<file path="src/rtl/bls_pkg.sv">
`timescale 1ns / 1ps

package bls_pkg;

  localparam int DEPTH        = 64;
  localparam int DATA_W       = 32;
  localparam int OPCODE_W     = 2;
  localparam int STATUS_W     = 2;
  localparam int CAP_W        = 7;
  localparam int COUNT_W      = $clog2(DEPTH + 1);
  localparam int STACK_ADDR_W = (DEPTH > 1) ? $clog2(DEPTH) : 1;
  localparam int APB_DATA_W   = 32;
  localparam int PADDR_W      = 3;
  localparam int REG_SEL_W    = PADDR_W - 2;

  localparam logic [REG_SEL_W-1:0] REG_CAPACITY = '0;

  typedef enum logic [OPCODE_W-1:0] {
    OP_PUSH = 2'd0,
    OP_POP  = 2'd1,
    OP_PEEK = 2'd2,
    OP_DUMP = 2'd3
  } opcode_t;

  typedef enum logic [STATUS_W-1:0] {
    ST_OK        = 2'd0,
    ST_OVERFLOW  = 2'd1,
    ST_UNDERFLOW = 2'd2
  } status_t;

  typedef enum logic [1:0] {
    S_IDLE,
    S_READ,
    S_OUT
  } state_t;

  typedef struct packed {
    logic    push;
    logic    pop;
    logic    rd_top;
    logic    rd_next;
    logic    ld_nodata;
    logic    ld_ram;
    logic    last;
    status_t status;
  } bls_cmd_t;

  typedef struct packed {
    logic cnt_zero;
    logic full;
    logic ptr_zero;
    logic out_last;
  } bls_stat_t;

endpackage

</file>
<file path="src/rtl/bounded_lifo_stack_unit.sv">
// Bounded LIFO stack of signed 32-bit words, up to 64 entries, with the
// capacity register at APB address 0 (reset 64; 0 acts as 1, values above 64
// act as 64). One item is taken at a time: a push, and any operation on an
// empty stack, gives its result in the cycle after acceptance, and the next
// item can be taken once that result has left the output. A pop or peek adds
// a registered read of the stack memory before its result. A dump of N
// entries gives N results, top first, each after its own registered read of
// the stack memory, and holds off new items until the last result has left.
`timescale 1ns / 1ps

module bounded_lifo_stack_unit (
  input  logic                                 clk,
  input  logic                                 rst,
  input  logic                                 in_valid,
  output logic                                 in_stall,
  input  logic [bls_pkg::OPCODE_W-1:0]         opcode,
  input  logic signed [bls_pkg::DATA_W-1:0]    push_value,
  output logic                                 out_valid,
  input  logic                                 out_stall,
  output logic signed [bls_pkg::DATA_W-1:0]    data_value,
  output logic [bls_pkg::STATUS_W-1:0]         status,
  output logic                                 is_empty,
  output logic                                 is_full,
  output logic                                 last,
  input  logic                                 psel,
  input  logic                                 penable,
  input  logic                                 pwrite,
  input  logic [bls_pkg::PADDR_W-1:0]          paddr,
  input  logic [bls_pkg::APB_DATA_W-1:0]       pwdata,
  output logic [bls_pkg::APB_DATA_W-1:0]       prdata,
  output logic                                 pready
);

  import bls_pkg::*;

  bls_cmd_t  cmd;
  bls_stat_t stat;

  assign pready = 1'b1;

  bls_ctrl u_ctrl (
    .clk       (clk),
    .rst       (rst),
    .in_valid  (in_valid),
    .in_stall  (in_stall),
    .opcode    (opcode),
    .out_valid (out_valid),
    .out_stall (out_stall),
    .stat      (stat),
    .cmd       (cmd)
  );

  bls_dp u_dp (
    .clk        (clk),
    .rst        (rst),
    .push_value (push_value),
    .cmd        (cmd),
    .stat       (stat),
    .psel       (psel),
    .penable    (penable),
    .pwrite     (pwrite),
    .paddr      (paddr),
    .pwdata     (pwdata),
    .prdata     (prdata),
    .data_value (data_value),
    .status     (status),
    .is_empty   (is_empty),
    .is_full    (is_full),
    .last       (last)
  );

endmodule

</file>
<file path="src/rtl/bls_ram.sv">
`timescale 1ns / 1ps

module bls_ram #(
  parameter int WIDTH = 32,
  parameter int DEPTH = 64
) (
  input  logic                                      clk,
  input  logic                                      we,
  input  logic [((DEPTH > 1) ? $clog2(DEPTH) : 1)-1:0] waddr,
  input  logic [WIDTH-1:0]                          wdata,
  input  logic                                      re,
  input  logic [((DEPTH > 1) ? $clog2(DEPTH) : 1)-1:0] raddr,
  output logic [WIDTH-1:0]                          rdata
);

  logic [WIDTH-1:0] mem [DEPTH];

  always_ff @(posedge clk) begin
    if (we) begin
      mem[waddr] <= wdata;
    end
    if (re) begin
      rdata <= mem[raddr];
    end
  end

endmodule

</file>
<file path="src/rtl/bls_ctrl.sv">
`timescale 1ns / 1ps

module bls_ctrl (
  input  logic                              clk,
  input  logic                              rst,
  input  logic                              in_valid,
  output logic                              in_stall,
  input  logic [bls_pkg::OPCODE_W-1:0]      opcode,
  output logic                              out_valid,
  input  logic                              out_stall,
  input  bls_pkg::bls_stat_t                stat,
  output bls_pkg::bls_cmd_t                 cmd
);

  import bls_pkg::*;

  state_t  state, state_next;
  opcode_t op, op_next;

  always_ff @(posedge clk) begin
    if (rst) begin
      state <= S_IDLE;
    end else begin
      state <= state_next;
    end
  end

  always_ff @(posedge clk) begin
    op <= op_next;
  end

  always_comb begin
    state_next = state;
    op_next    = op;
    cmd        = '0;
    cmd.status = ST_OK;
    in_stall   = (state != S_IDLE);
    out_valid  = (state == S_OUT);
    unique case (state)
      S_IDLE: begin
        if (in_valid) begin
          op_next = opcode_t'(opcode);
          unique case (opcode_t'(opcode))
            OP_PUSH: begin
              cmd.ld_nodata = 1'b1;
              if (stat.full) begin
                cmd.status = ST_OVERFLOW;
              end else begin
                cmd.push = 1'b1;
              end
              state_next = S_OUT;
            end
            OP_POP, OP_PEEK, OP_DUMP: begin
              if (stat.cnt_zero) begin
                cmd.ld_nodata = 1'b1;
                cmd.status    = ST_UNDERFLOW;
                state_next    = S_OUT;
              end else begin
                cmd.rd_top = 1'b1;
                cmd.pop    = (opcode_t'(opcode) == OP_POP);
                state_next = S_READ;
              end
            end
          endcase
        end
      end
      S_READ: begin
        cmd.ld_ram = 1'b1;
        cmd.last   = (op != OP_DUMP) || stat.ptr_zero;
        state_next = S_OUT;
      end
      S_OUT: begin
        if (!out_stall) begin
          if (!stat.out_last) begin
            cmd.rd_next = 1'b1;
            state_next  = S_READ;
          end else begin
            state_next = S_IDLE;
          end
        end
      end
      default: begin
        state_next = S_IDLE;
      end
    endcase
  end

endmodule

</file>
<file path="src/rtl/bls_dp.sv">
`timescale 1ns / 1ps

module bls_dp (
  input  logic                                 clk,
  input  logic                                 rst,
  input  logic signed [bls_pkg::DATA_W-1:0]    push_value,
  input  bls_pkg::bls_cmd_t                    cmd,
  output bls_pkg::bls_stat_t                   stat,
  input  logic                                 psel,
  input  logic                                 penable,
  input  logic                                 pwrite,
  input  logic [bls_pkg::PADDR_W-1:0]          paddr,
  input  logic [bls_pkg::APB_DATA_W-1:0]       pwdata,
  output logic [bls_pkg::APB_DATA_W-1:0]       prdata,
  output logic signed [bls_pkg::DATA_W-1:0]    data_value,
  output logic [bls_pkg::STATUS_W-1:0]         status,
  output logic                                 is_empty,
  output logic                                 is_full,
  output logic                                 last
);

  import bls_pkg::*;

  logic [CAP_W-1:0]        capacity;
  logic [COUNT_W-1:0]      count, count_next;
  logic [COUNT_W-1:0]      eff_cap;
  logic [COUNT_W-1:0]      count_dec;
  logic [STACK_ADDR_W-1:0] ptr;
  logic [STACK_ADDR_W-1:0] rd_addr;
  logic [DATA_W-1:0]       ram_rdata;
  logic                    reg_hit;

  assign reg_hit = (paddr[PADDR_W-1:2] == REG_CAPACITY);

  always_ff @(posedge clk) begin
    if (rst) begin
      capacity <= CAP_W'(DEPTH);
    end else if (psel && penable && pwrite && reg_hit) begin
      capacity <= pwdata[CAP_W-1:0];
    end
  end

  assign prdata = reg_hit ? APB_DATA_W'(capacity) : '0;

  // zero acts as one, anything above the depth as the depth
  always_comb begin
    if (capacity == '0) begin
      eff_cap = COUNT_W'(1);
    end else if (capacity > CAP_W'(DEPTH)) begin
      eff_cap = COUNT_W'(DEPTH);
    end else begin
      eff_cap = COUNT_W'(capacity);
    end
  end

  assign count_dec = count - COUNT_W'(1);

  always_comb begin
    count_next = count;
    if (cmd.push) begin
      count_next = count + COUNT_W'(1);
    end else if (cmd.pop) begin
      count_next = count_dec;
    end
  end

  always_ff @(posedge clk) begin
    if (rst) begin
      count <= '0;
    end else begin
      count <= count_next;
    end
  end

  assign rd_addr = cmd.rd_top ? count_dec[STACK_ADDR_W-1:0] : ptr - STACK_ADDR_W'(1);

  always_ff @(posedge clk) begin
    if (cmd.rd_top || cmd.rd_next) begin
      ptr <= rd_addr;
    end
  end

  bls_ram #(
    .WIDTH (DATA_W),
    .DEPTH (DEPTH)
  ) u_ram (
    .clk   (clk),
    .we    (cmd.push),
    .waddr (count[STACK_ADDR_W-1:0]),
    .wdata (push_value),
    .re    (cmd.rd_top || cmd.rd_next),
    .raddr (rd_addr),
    .rdata (ram_rdata)
  );

  always_ff @(posedge clk) begin
    if (cmd.ld_nodata || cmd.ld_ram) begin
      is_empty <= (count_next == '0);
      is_full  <= (count_next >= eff_cap);
    end
    if (cmd.ld_nodata) begin
      data_value <= '0;
      status     <= cmd.status;
      last       <= 1'b1;
    end else if (cmd.ld_ram) begin
      data_value <= ram_rdata;
      status     <= ST_OK;
      last       <= cmd.last;
    end
  end

  assign stat.cnt_zero = (count == '0);
  assign stat.full     = (count >= eff_cap);
  assign stat.ptr_zero = (ptr == '0);
  assign stat.out_last = last;

endmodule

</file>
<file path="config.mk">
export PLATFORM = sky130hd
export DESIGN_NAME = bounded_lifo_stack_unit
export DESIGN_NICKNAME = d
export VERILOG_FILES = /design/src/rtl/bls_pkg.sv /design/src/rtl/bounded_lifo_stack_unit.sv /design/src/rtl/bls_ram.sv /design/src/rtl/bls_ctrl.sv /design/src/rtl/bls_dp.sv
export SDC_FILE = /design/constraint.sdc
export NUM_CORES = 2
export LEC_CHECK = 0
export ABC_AREA = 1
export BUFFER_PORTS_ARGS = -buffer_cell sky130_fd_sc_hd__buf_4
export CORE_MARGIN = 2
export CORE_UTILIZATION = 40
export CTS_BUF_LIST = sky130_fd_sc_hd__clkbuf_16
export DETAILED_ROUTE_END_ITERATION = 10
export PLACE_DENSITY_LB_ADDON = 0.1
export SLEW_MARGIN = 20
export SYNTH_ARGS = -nofsm -noshare
export SYNTH_HDL_FRONTEND = slang
export SYNTH_SLANG_ARGS = --single-unit
</file>
<file path="constraint.sdc">
create_clock -name clk -period 6.3 [get_ports clk]
set_input_delay 1.26 -clock clk [delete_from_list [all_inputs] [get_ports clk]]
set_output_delay 1.26 -clock clk [all_outputs]
set_load 0.005 [all_outputs]
</file>
**Yosys cells after proc, flatten, opt, wreduce, memory -nomap -nowiden**

Memories as Yosys holds them, arrays and structs flattened. A register that Yosys moved wholly into a read port is not among the register bits.
Index checks and enable logic that the tools add are counted.

- Word-level logic and storage cells: 78
- Memory bits (writable): 2048
- Input bits: 76
- Output and inout bits: 72
- Register bits: 61
- Memories kept: 1

Memories:

| memory | depth | bits a word | read ports | clocked after memory_dff | wr ports | line | text |
|---|---|---|---|---|---|---|---|
| u_dp.u_ram.mem | 64 | 32 | 1 | 1 | 1 | bls_ram.sv:16 | `logic [WIDTH-1:0] mem [DEPTH];` |

- Reduce and logical (&&, ||, !) cells: 17
- Eq/ne operators: 8
- Add/sub/neg operators: 3
- Bitwise gates (word level): 1
- Multiplexer cells: 35
- $lt $le $gt $ge: 3

Operator list:

| kind | count |
|---|---|
| 2-to-1 mux 7 bit | 5 |
| 2-to-1 mux 2 bit | 11 |
| zero test 7 bit | 3 |
| greater-or-equal comparator 7 bit | 2 |
| 2-to-1 mux 1 bit | 12 |
| case mux 2 bit (2 select lines) | 2 |
| adder 7 x 1 -> 7 bit, second input constant | 1 |
| > comparator 7 bit, second input constant | 1 |
| subtractor 7 x 1 -> 7 bit, second input constant | 1 |
| equality test 2 bit, second input constant | 3 |
| zero test 6 bit | 1 |
| 2-to-1 mux 3 bit | 2 |
| 2-to-1 mux 6 bit | 1 |
| != test 2 bit, second input constant | 3 |
| case mux 2 bit (3 select lines) | 1 |
| subtractor 6 x 1 -> 6 bit, second input constant | 1 |
| equality test 2 x 1 -> 1 bit, second input constant | 2 |
| zero test 2 bit | 2 |
| AND reduction 2 bit | 2 |
| nonzero test 2 bit | 2 |
| logical AND 1 bit | 3 |
| logical OR 1 bit | 3 |
| OR reduction 3 bit | 1 |
| case mux 1 bit (2 select lines) | 1 |
| NOT 1 bit | 1 |

**Logic depth before layout (Yosys ltp)**

- Depth in word-level cells: 11
- Depth in mapped cells: 24
- Gate-level depth less buffers: 24

**Hierarchy**

From an unflattened synthesis, not the netlist that was laid out.

- Cells, all modules: 7236
- Area, all modules: 86452.9 um^2

By module, submodules not included:

| module | cells each | area an instance (um^2) | sequential area each (um^2) | instances |
|---|---|---|---|---|
| bls_ram | 6769 | 83058.4 | 62459.9 | 1 |
| bls_dp | 418 | 3100.5 | 1241.2 | 1 |
| bls_ctrl | 47 | 282.8 | 100.1 | 1 |
| bounded_lifo_stack_unit | 2 | 11.3 | 0.0 | 1 |

**Least setup slack after synthesis**

Ideal clock, no wire load.

- Path kind: input to register
- Start: input port opcode[1] (netlist bit)
- End: memory u_dp.u_ram.mem[24][0] (enable)
- Stages: 7
- Required time: 5.839 ns
- Arrival time: 4.339 ns
- Path buffers: 0
- Slack: 1.500 ns
- Path through: nor2_1 > inv_1 > nor2_1 > nand2_1 > inv_1 > nand3_1 > nor3_1

- Longest elaborated chain between the ends: 6

Ends and longest elaborated chain:

| element | line | text |
|---|---|---|
| start, declared | bounded_lifo_stack_unit.sv:16 | `input logic [bls_pkg::OPCODE_W-1:0] opcode,` |
| zero test 2 bit | bls_ctrl.sv:43 | `unique case (opcode_t'(opcode))` |
| 2-to-1 mux 1 bit | bls_ctrl.sv:43 |  |
| 2-to-1 mux 3 bit | bls_ctrl.sv:41 | `if (in_valid) begin` |
| 2-to-1 mux 3 bit | bls_ctrl.sv:39 | `unique case (state)` |
| 2-to-1 mux 1 bit | bls_ram.sv:19 | `if (we) begin` |
| 2-to-1 mux 1 bit (implied by the code) | bls_ram.sv:20 | `mem[waddr] <= wdata;` |
| end, declared | bls_ram.sv:16 |  |

No other way between the ends.

**Worst setup path in the final report**

- Start: register u_dp.capacity[4]
- End: memory u_dp.u_ram.mem[17][0] (enable)

- Longest elaborated chain between the ends: 10
- Elaborated cells between the ends (all ways): 11

Ends and longest elaborated chain:

| element | line | text |
|---|---|---|
| start, declared | bls_dp.sv:24 | `logic [CAP_W-1:0] capacity;` |
| start signal, assigned | bls_dp.sv:37 | `capacity <= CAP_W'(DEPTH);` |
| start signal, assigned | bls_dp.sv:39 | `capacity <= pwdata[CAP_W-1:0];` |
| > comparator 7 bit | bls_dp.sv:49 | `end else if (capacity > CAP_W'(DEPTH)) begin` |
| 2-to-1 mux 7 bit | bls_dp.sv:49 |  |
| 2-to-1 mux 7 bit (*) | bls_dp.sv:47 | `if (capacity == '0) begin` |
| greater-or-equal comparator 7 bit (*) | bls_dp.sv:113 | `assign stat.full = (count >= eff_cap);` |
| 2-to-1 mux 1 bit (*) | bls_ctrl.sv:46 | `if (stat.full) begin` |
| 2-to-1 mux 1 bit (*) | bls_ctrl.sv:43 |  |
| 2-to-1 mux 3 bit (*) | bls_ctrl.sv:41 |  |
| 2-to-1 mux 3 bit (*) | bls_ctrl.sv:39 |  |
| 2-to-1 mux 1 bit (*) | bls_ram.sv:19 |  |
| 2-to-1 mux 1 bit (implied by the code) (*) | bls_ram.sv:20 |  |

Every way passes the cells marked *; elsewhere a longest branch is shown, timed or not.

==> results_dict.tcl <==
set metrics [dict create \
    drive_gt1_share_pct 7.384 \
    finalNetCount 9354 \
    register_area_sq_mm 0.06380 \
    cts_setup_buffers 0 \
    die_x_um 489.3 \
    path_clk_slew_ns 0.06 \
    ant_nets 0 \
    drt_iter0_markers 5867 \
    place_hpwl_mm 154.0 \
    worstPathArrival_ns 5.26 \
    hold_viol 0 \
    maxCapViolCount 0 \
    io_pins 148 \
    irDropWorstVdd_v 0.0004324 \
    cts_buffer_depth 3 \
    crit_family "simple AND/OR/NAND/NOR gates" \
    fin_ws_ns 1.599 \
    hold_path.class "reg2reg" \
    slew_violations 0 \
    synth_edf_count 2092 \
    p_leak_nw 45.29 \
    dr.pass1.iters 6 \
    vias 63250 \
    rsz0062_at_grt "no" \
    syn_area_per_cell_sq_um 10.23 \
    grt_max_degree 124 \
    timing.fmax_mhz 212.7 \
    p_per_area_mw_per_mm2 405.1 \
    ys.flop_type "edfxtp_1" \
    fin_skew_ns 0.05439 \
    ys_ff_latch 2141 \
    outcome "complete, no violations" \
    netlist_area_sq_mm 0.09419 \
    relSlewSlack_pct 30.50 \
    multi_input_area_sq_mm 0.02084 \
    fin_tns_setup_ns 0 \
    routedWlPerCell_um 22.70 \
    area_growth_pct 12.83 \
    synth_seq_area_share_pct 67.74 \
    cpPeakStageDelay_ns 0.93 \
    cts_buffers 232 \
    place_ws_ns 1.122 \
    grt_pass1_vias 59390 \
    path_buf_inv 3 \
    synthCells 9203 \
    final_cell_mix "2,168 x nand2_1, 2,160 x nand3_1, 2,092 x edfxtp_1" \
    worstHoldStart "u_ctrl.op[1]" \
    die_area_sq_mm 0.2394 \
    crit_start "u_dp.capacity[4]" \
    yosys_warnings 0 \
    die_y_um 489.3 \
    clock_latency_ns 0.87 \
    cts_tree "done" \
    crit_slowest_cell "nor2_4" \
    cp_cell_sequence "nor2_1 -> nand3_1 -> o21ai_0 -> ha_1 -> nand2_1 -> nor2_1 -> nand4_1 -> nand2_1 -> inv_1 -> nand2_1 -> buf_4 -> nor2_1 -> nand2_1 -> nor2_4 -> buf_12" \
    clock-sinks 2141 \
    start_util_pct 40.12 \
    endpoint_kind "register" \
    critPathKind "reg2reg" \
    cts_resized 0 \
    wl_mm 286.3 \
    synth.distinct_cells 39 \
    port_buffers 94 \
    period_minus_slack_ns 4.701 \
    mostFrequentLayoutCell "nand2_1" \
    tightestPinTransition_ns 1.042 \
    fin_crit_sh_pct 74.61 \
    critPathMaxFanout 19 \
    core.rowCount 178 \
    crit_path_start_kind "register" \
    drc 0 \
    holdBufCountCts 0 \
    grt_pass1_wl_mm 413.9 \
    cp.required_ns 6.86 \
    r2r_start "u_dp.capacity[4]" \
    htree_num_levels 4 \
    place.gp.congestion 0.8422 \
    critPathMostFrequentCell "nand2_1" \
    root_buffer "clkbuf_16" \
    finalSetupViolCount 0 \
    via_per_inst 5.014 \
    core_area_sq_mm 0.2347 \
    grt_usage_pct 23.76 \
    postSynth.asyncResetShare_pct 0 \
    n_fill_cell 21970 \
    antenna_found_initial 18 \
    grt-ovfl-total 0 \
]
## flip-flops by register name, summed over array words and instances, names as in the netlist
register and count:
u_ctrl.op 2, u_dp.is_empty 1, u_dp.data_value 32, u_dp.status 2
u_dp.ptr 6, u_dp.last 1, u_dp.capacity 7, u_ctrl.state 2
u_dp.count 7, u_dp.u_ram.mem 2048, u_dp.u_ram.rdata 32, u_dp.is_full 1
## metrics by stage
| step | cells | util (%) | cell area (sq um) | total power, W | hold WS (ns) |
|---|---|---|---|---|---|
| 2_1_floorplan | 9227 | - | 94280 | 0.02485 | 0.4273 |
| 3_3_place_gp | 12180 | 42.23 | 99130 | 0.03048 | 0.4343 |
| 3_5_place_dp | 12180 | 42.23 | 99130 | 0.03053 | 0.4504 |
| 4_1_cts | 12600 | 45.26 | 106200 | 0.04337 | 0.4551 |
| 5_1_grt | 12610 | 45.26 | 106300 | 0.04505 | 0.4740 |
| 6_report | 12610 | 45.27 | 106300 | 0.04305 | 0.4477 |
## cell usage after synthesis, types with 13 or more instances
master | n | share of area [%]
a21oi_1 | 13 | 0.069
buf_2 | 303 | 1.6
nand3_1 | 2162 | 11
o21ai_0 | 19 | 0.10
buf_4 | 81 | 0.65
nand2_1 | 2170 | 8.6
buf_1 | 39 | 0.16
inv_1 | 2011 | 8.0
ha_1 | 19 | 0.25
clkbuf_1 | 76 | 0.30
dfxtp_1 | 49 | 1.0
nor2_1 | 104 | 0.41
edfxtp_1 | 2092 | 67
## cell families (layout without fill, tap and decap cells)
logic type	Yosys count	count (layout)	share of synthesized area [%]
flops	2141	2141	67.74
simple gates	4461	4461	20.74
xor+xnor	7	7	0.06509
buf+inv	2522	2748	10.86
fa+ha+maj	19	19	0.2524
compound gates	51	51	0.3361
other cells	2	37	0.007973
## path summary, 6_finish.rpt
path	slack, ns	cells past startpoint	end
min reg2reg	0.45	1	u_dp.last
min	0.45	1	u_dp.last
max	1.60	15	u_dp.u_ram.mem[17][0]
max reg2reg	1.60	15	u_dp.u_ram.mem[17][0]
## where the power goes
part / switching (W) / leakage [nW] / internal, W
registers: 0.000141 / 19.2 / 0.0159
logic: 0.0104 / 22.3 / 0.00380
clock network: 0.00566 / 3.77 / 0.00716
## routing by layer
| metal | part of all wire, % | wire, um | global-route usage [%] | vias up |
|---|---|---|---|---|
| met3 | 6.5 | 18620 | 3.341 | 391 |
| li1 | - | - | - | 29880 |
| met4 | 3.0 | 8457 | 7.202 | 0 |
| met5 | 0 | 0 | 0 | - |
| met1 | 43 | 124500 | 32.88 | 30960 |
| met2 | 47 | 134800 | 38.82 | 2018 |
## area by class of cell
type | instances | area share (%)
inverters | 2013 | 7.123
clock inverters | 193 | 1.156
diodes | 11 | 0.02590
clock buffers | 235 | 5.534
well taps | 3150 | 3.709
multi-input cells | 4564 | 19.61
flip-flops and latches | 2141 | 60.04
repair buffers | 307 | 2.805
Note: power is estimated with default switching activity, not from simulation.
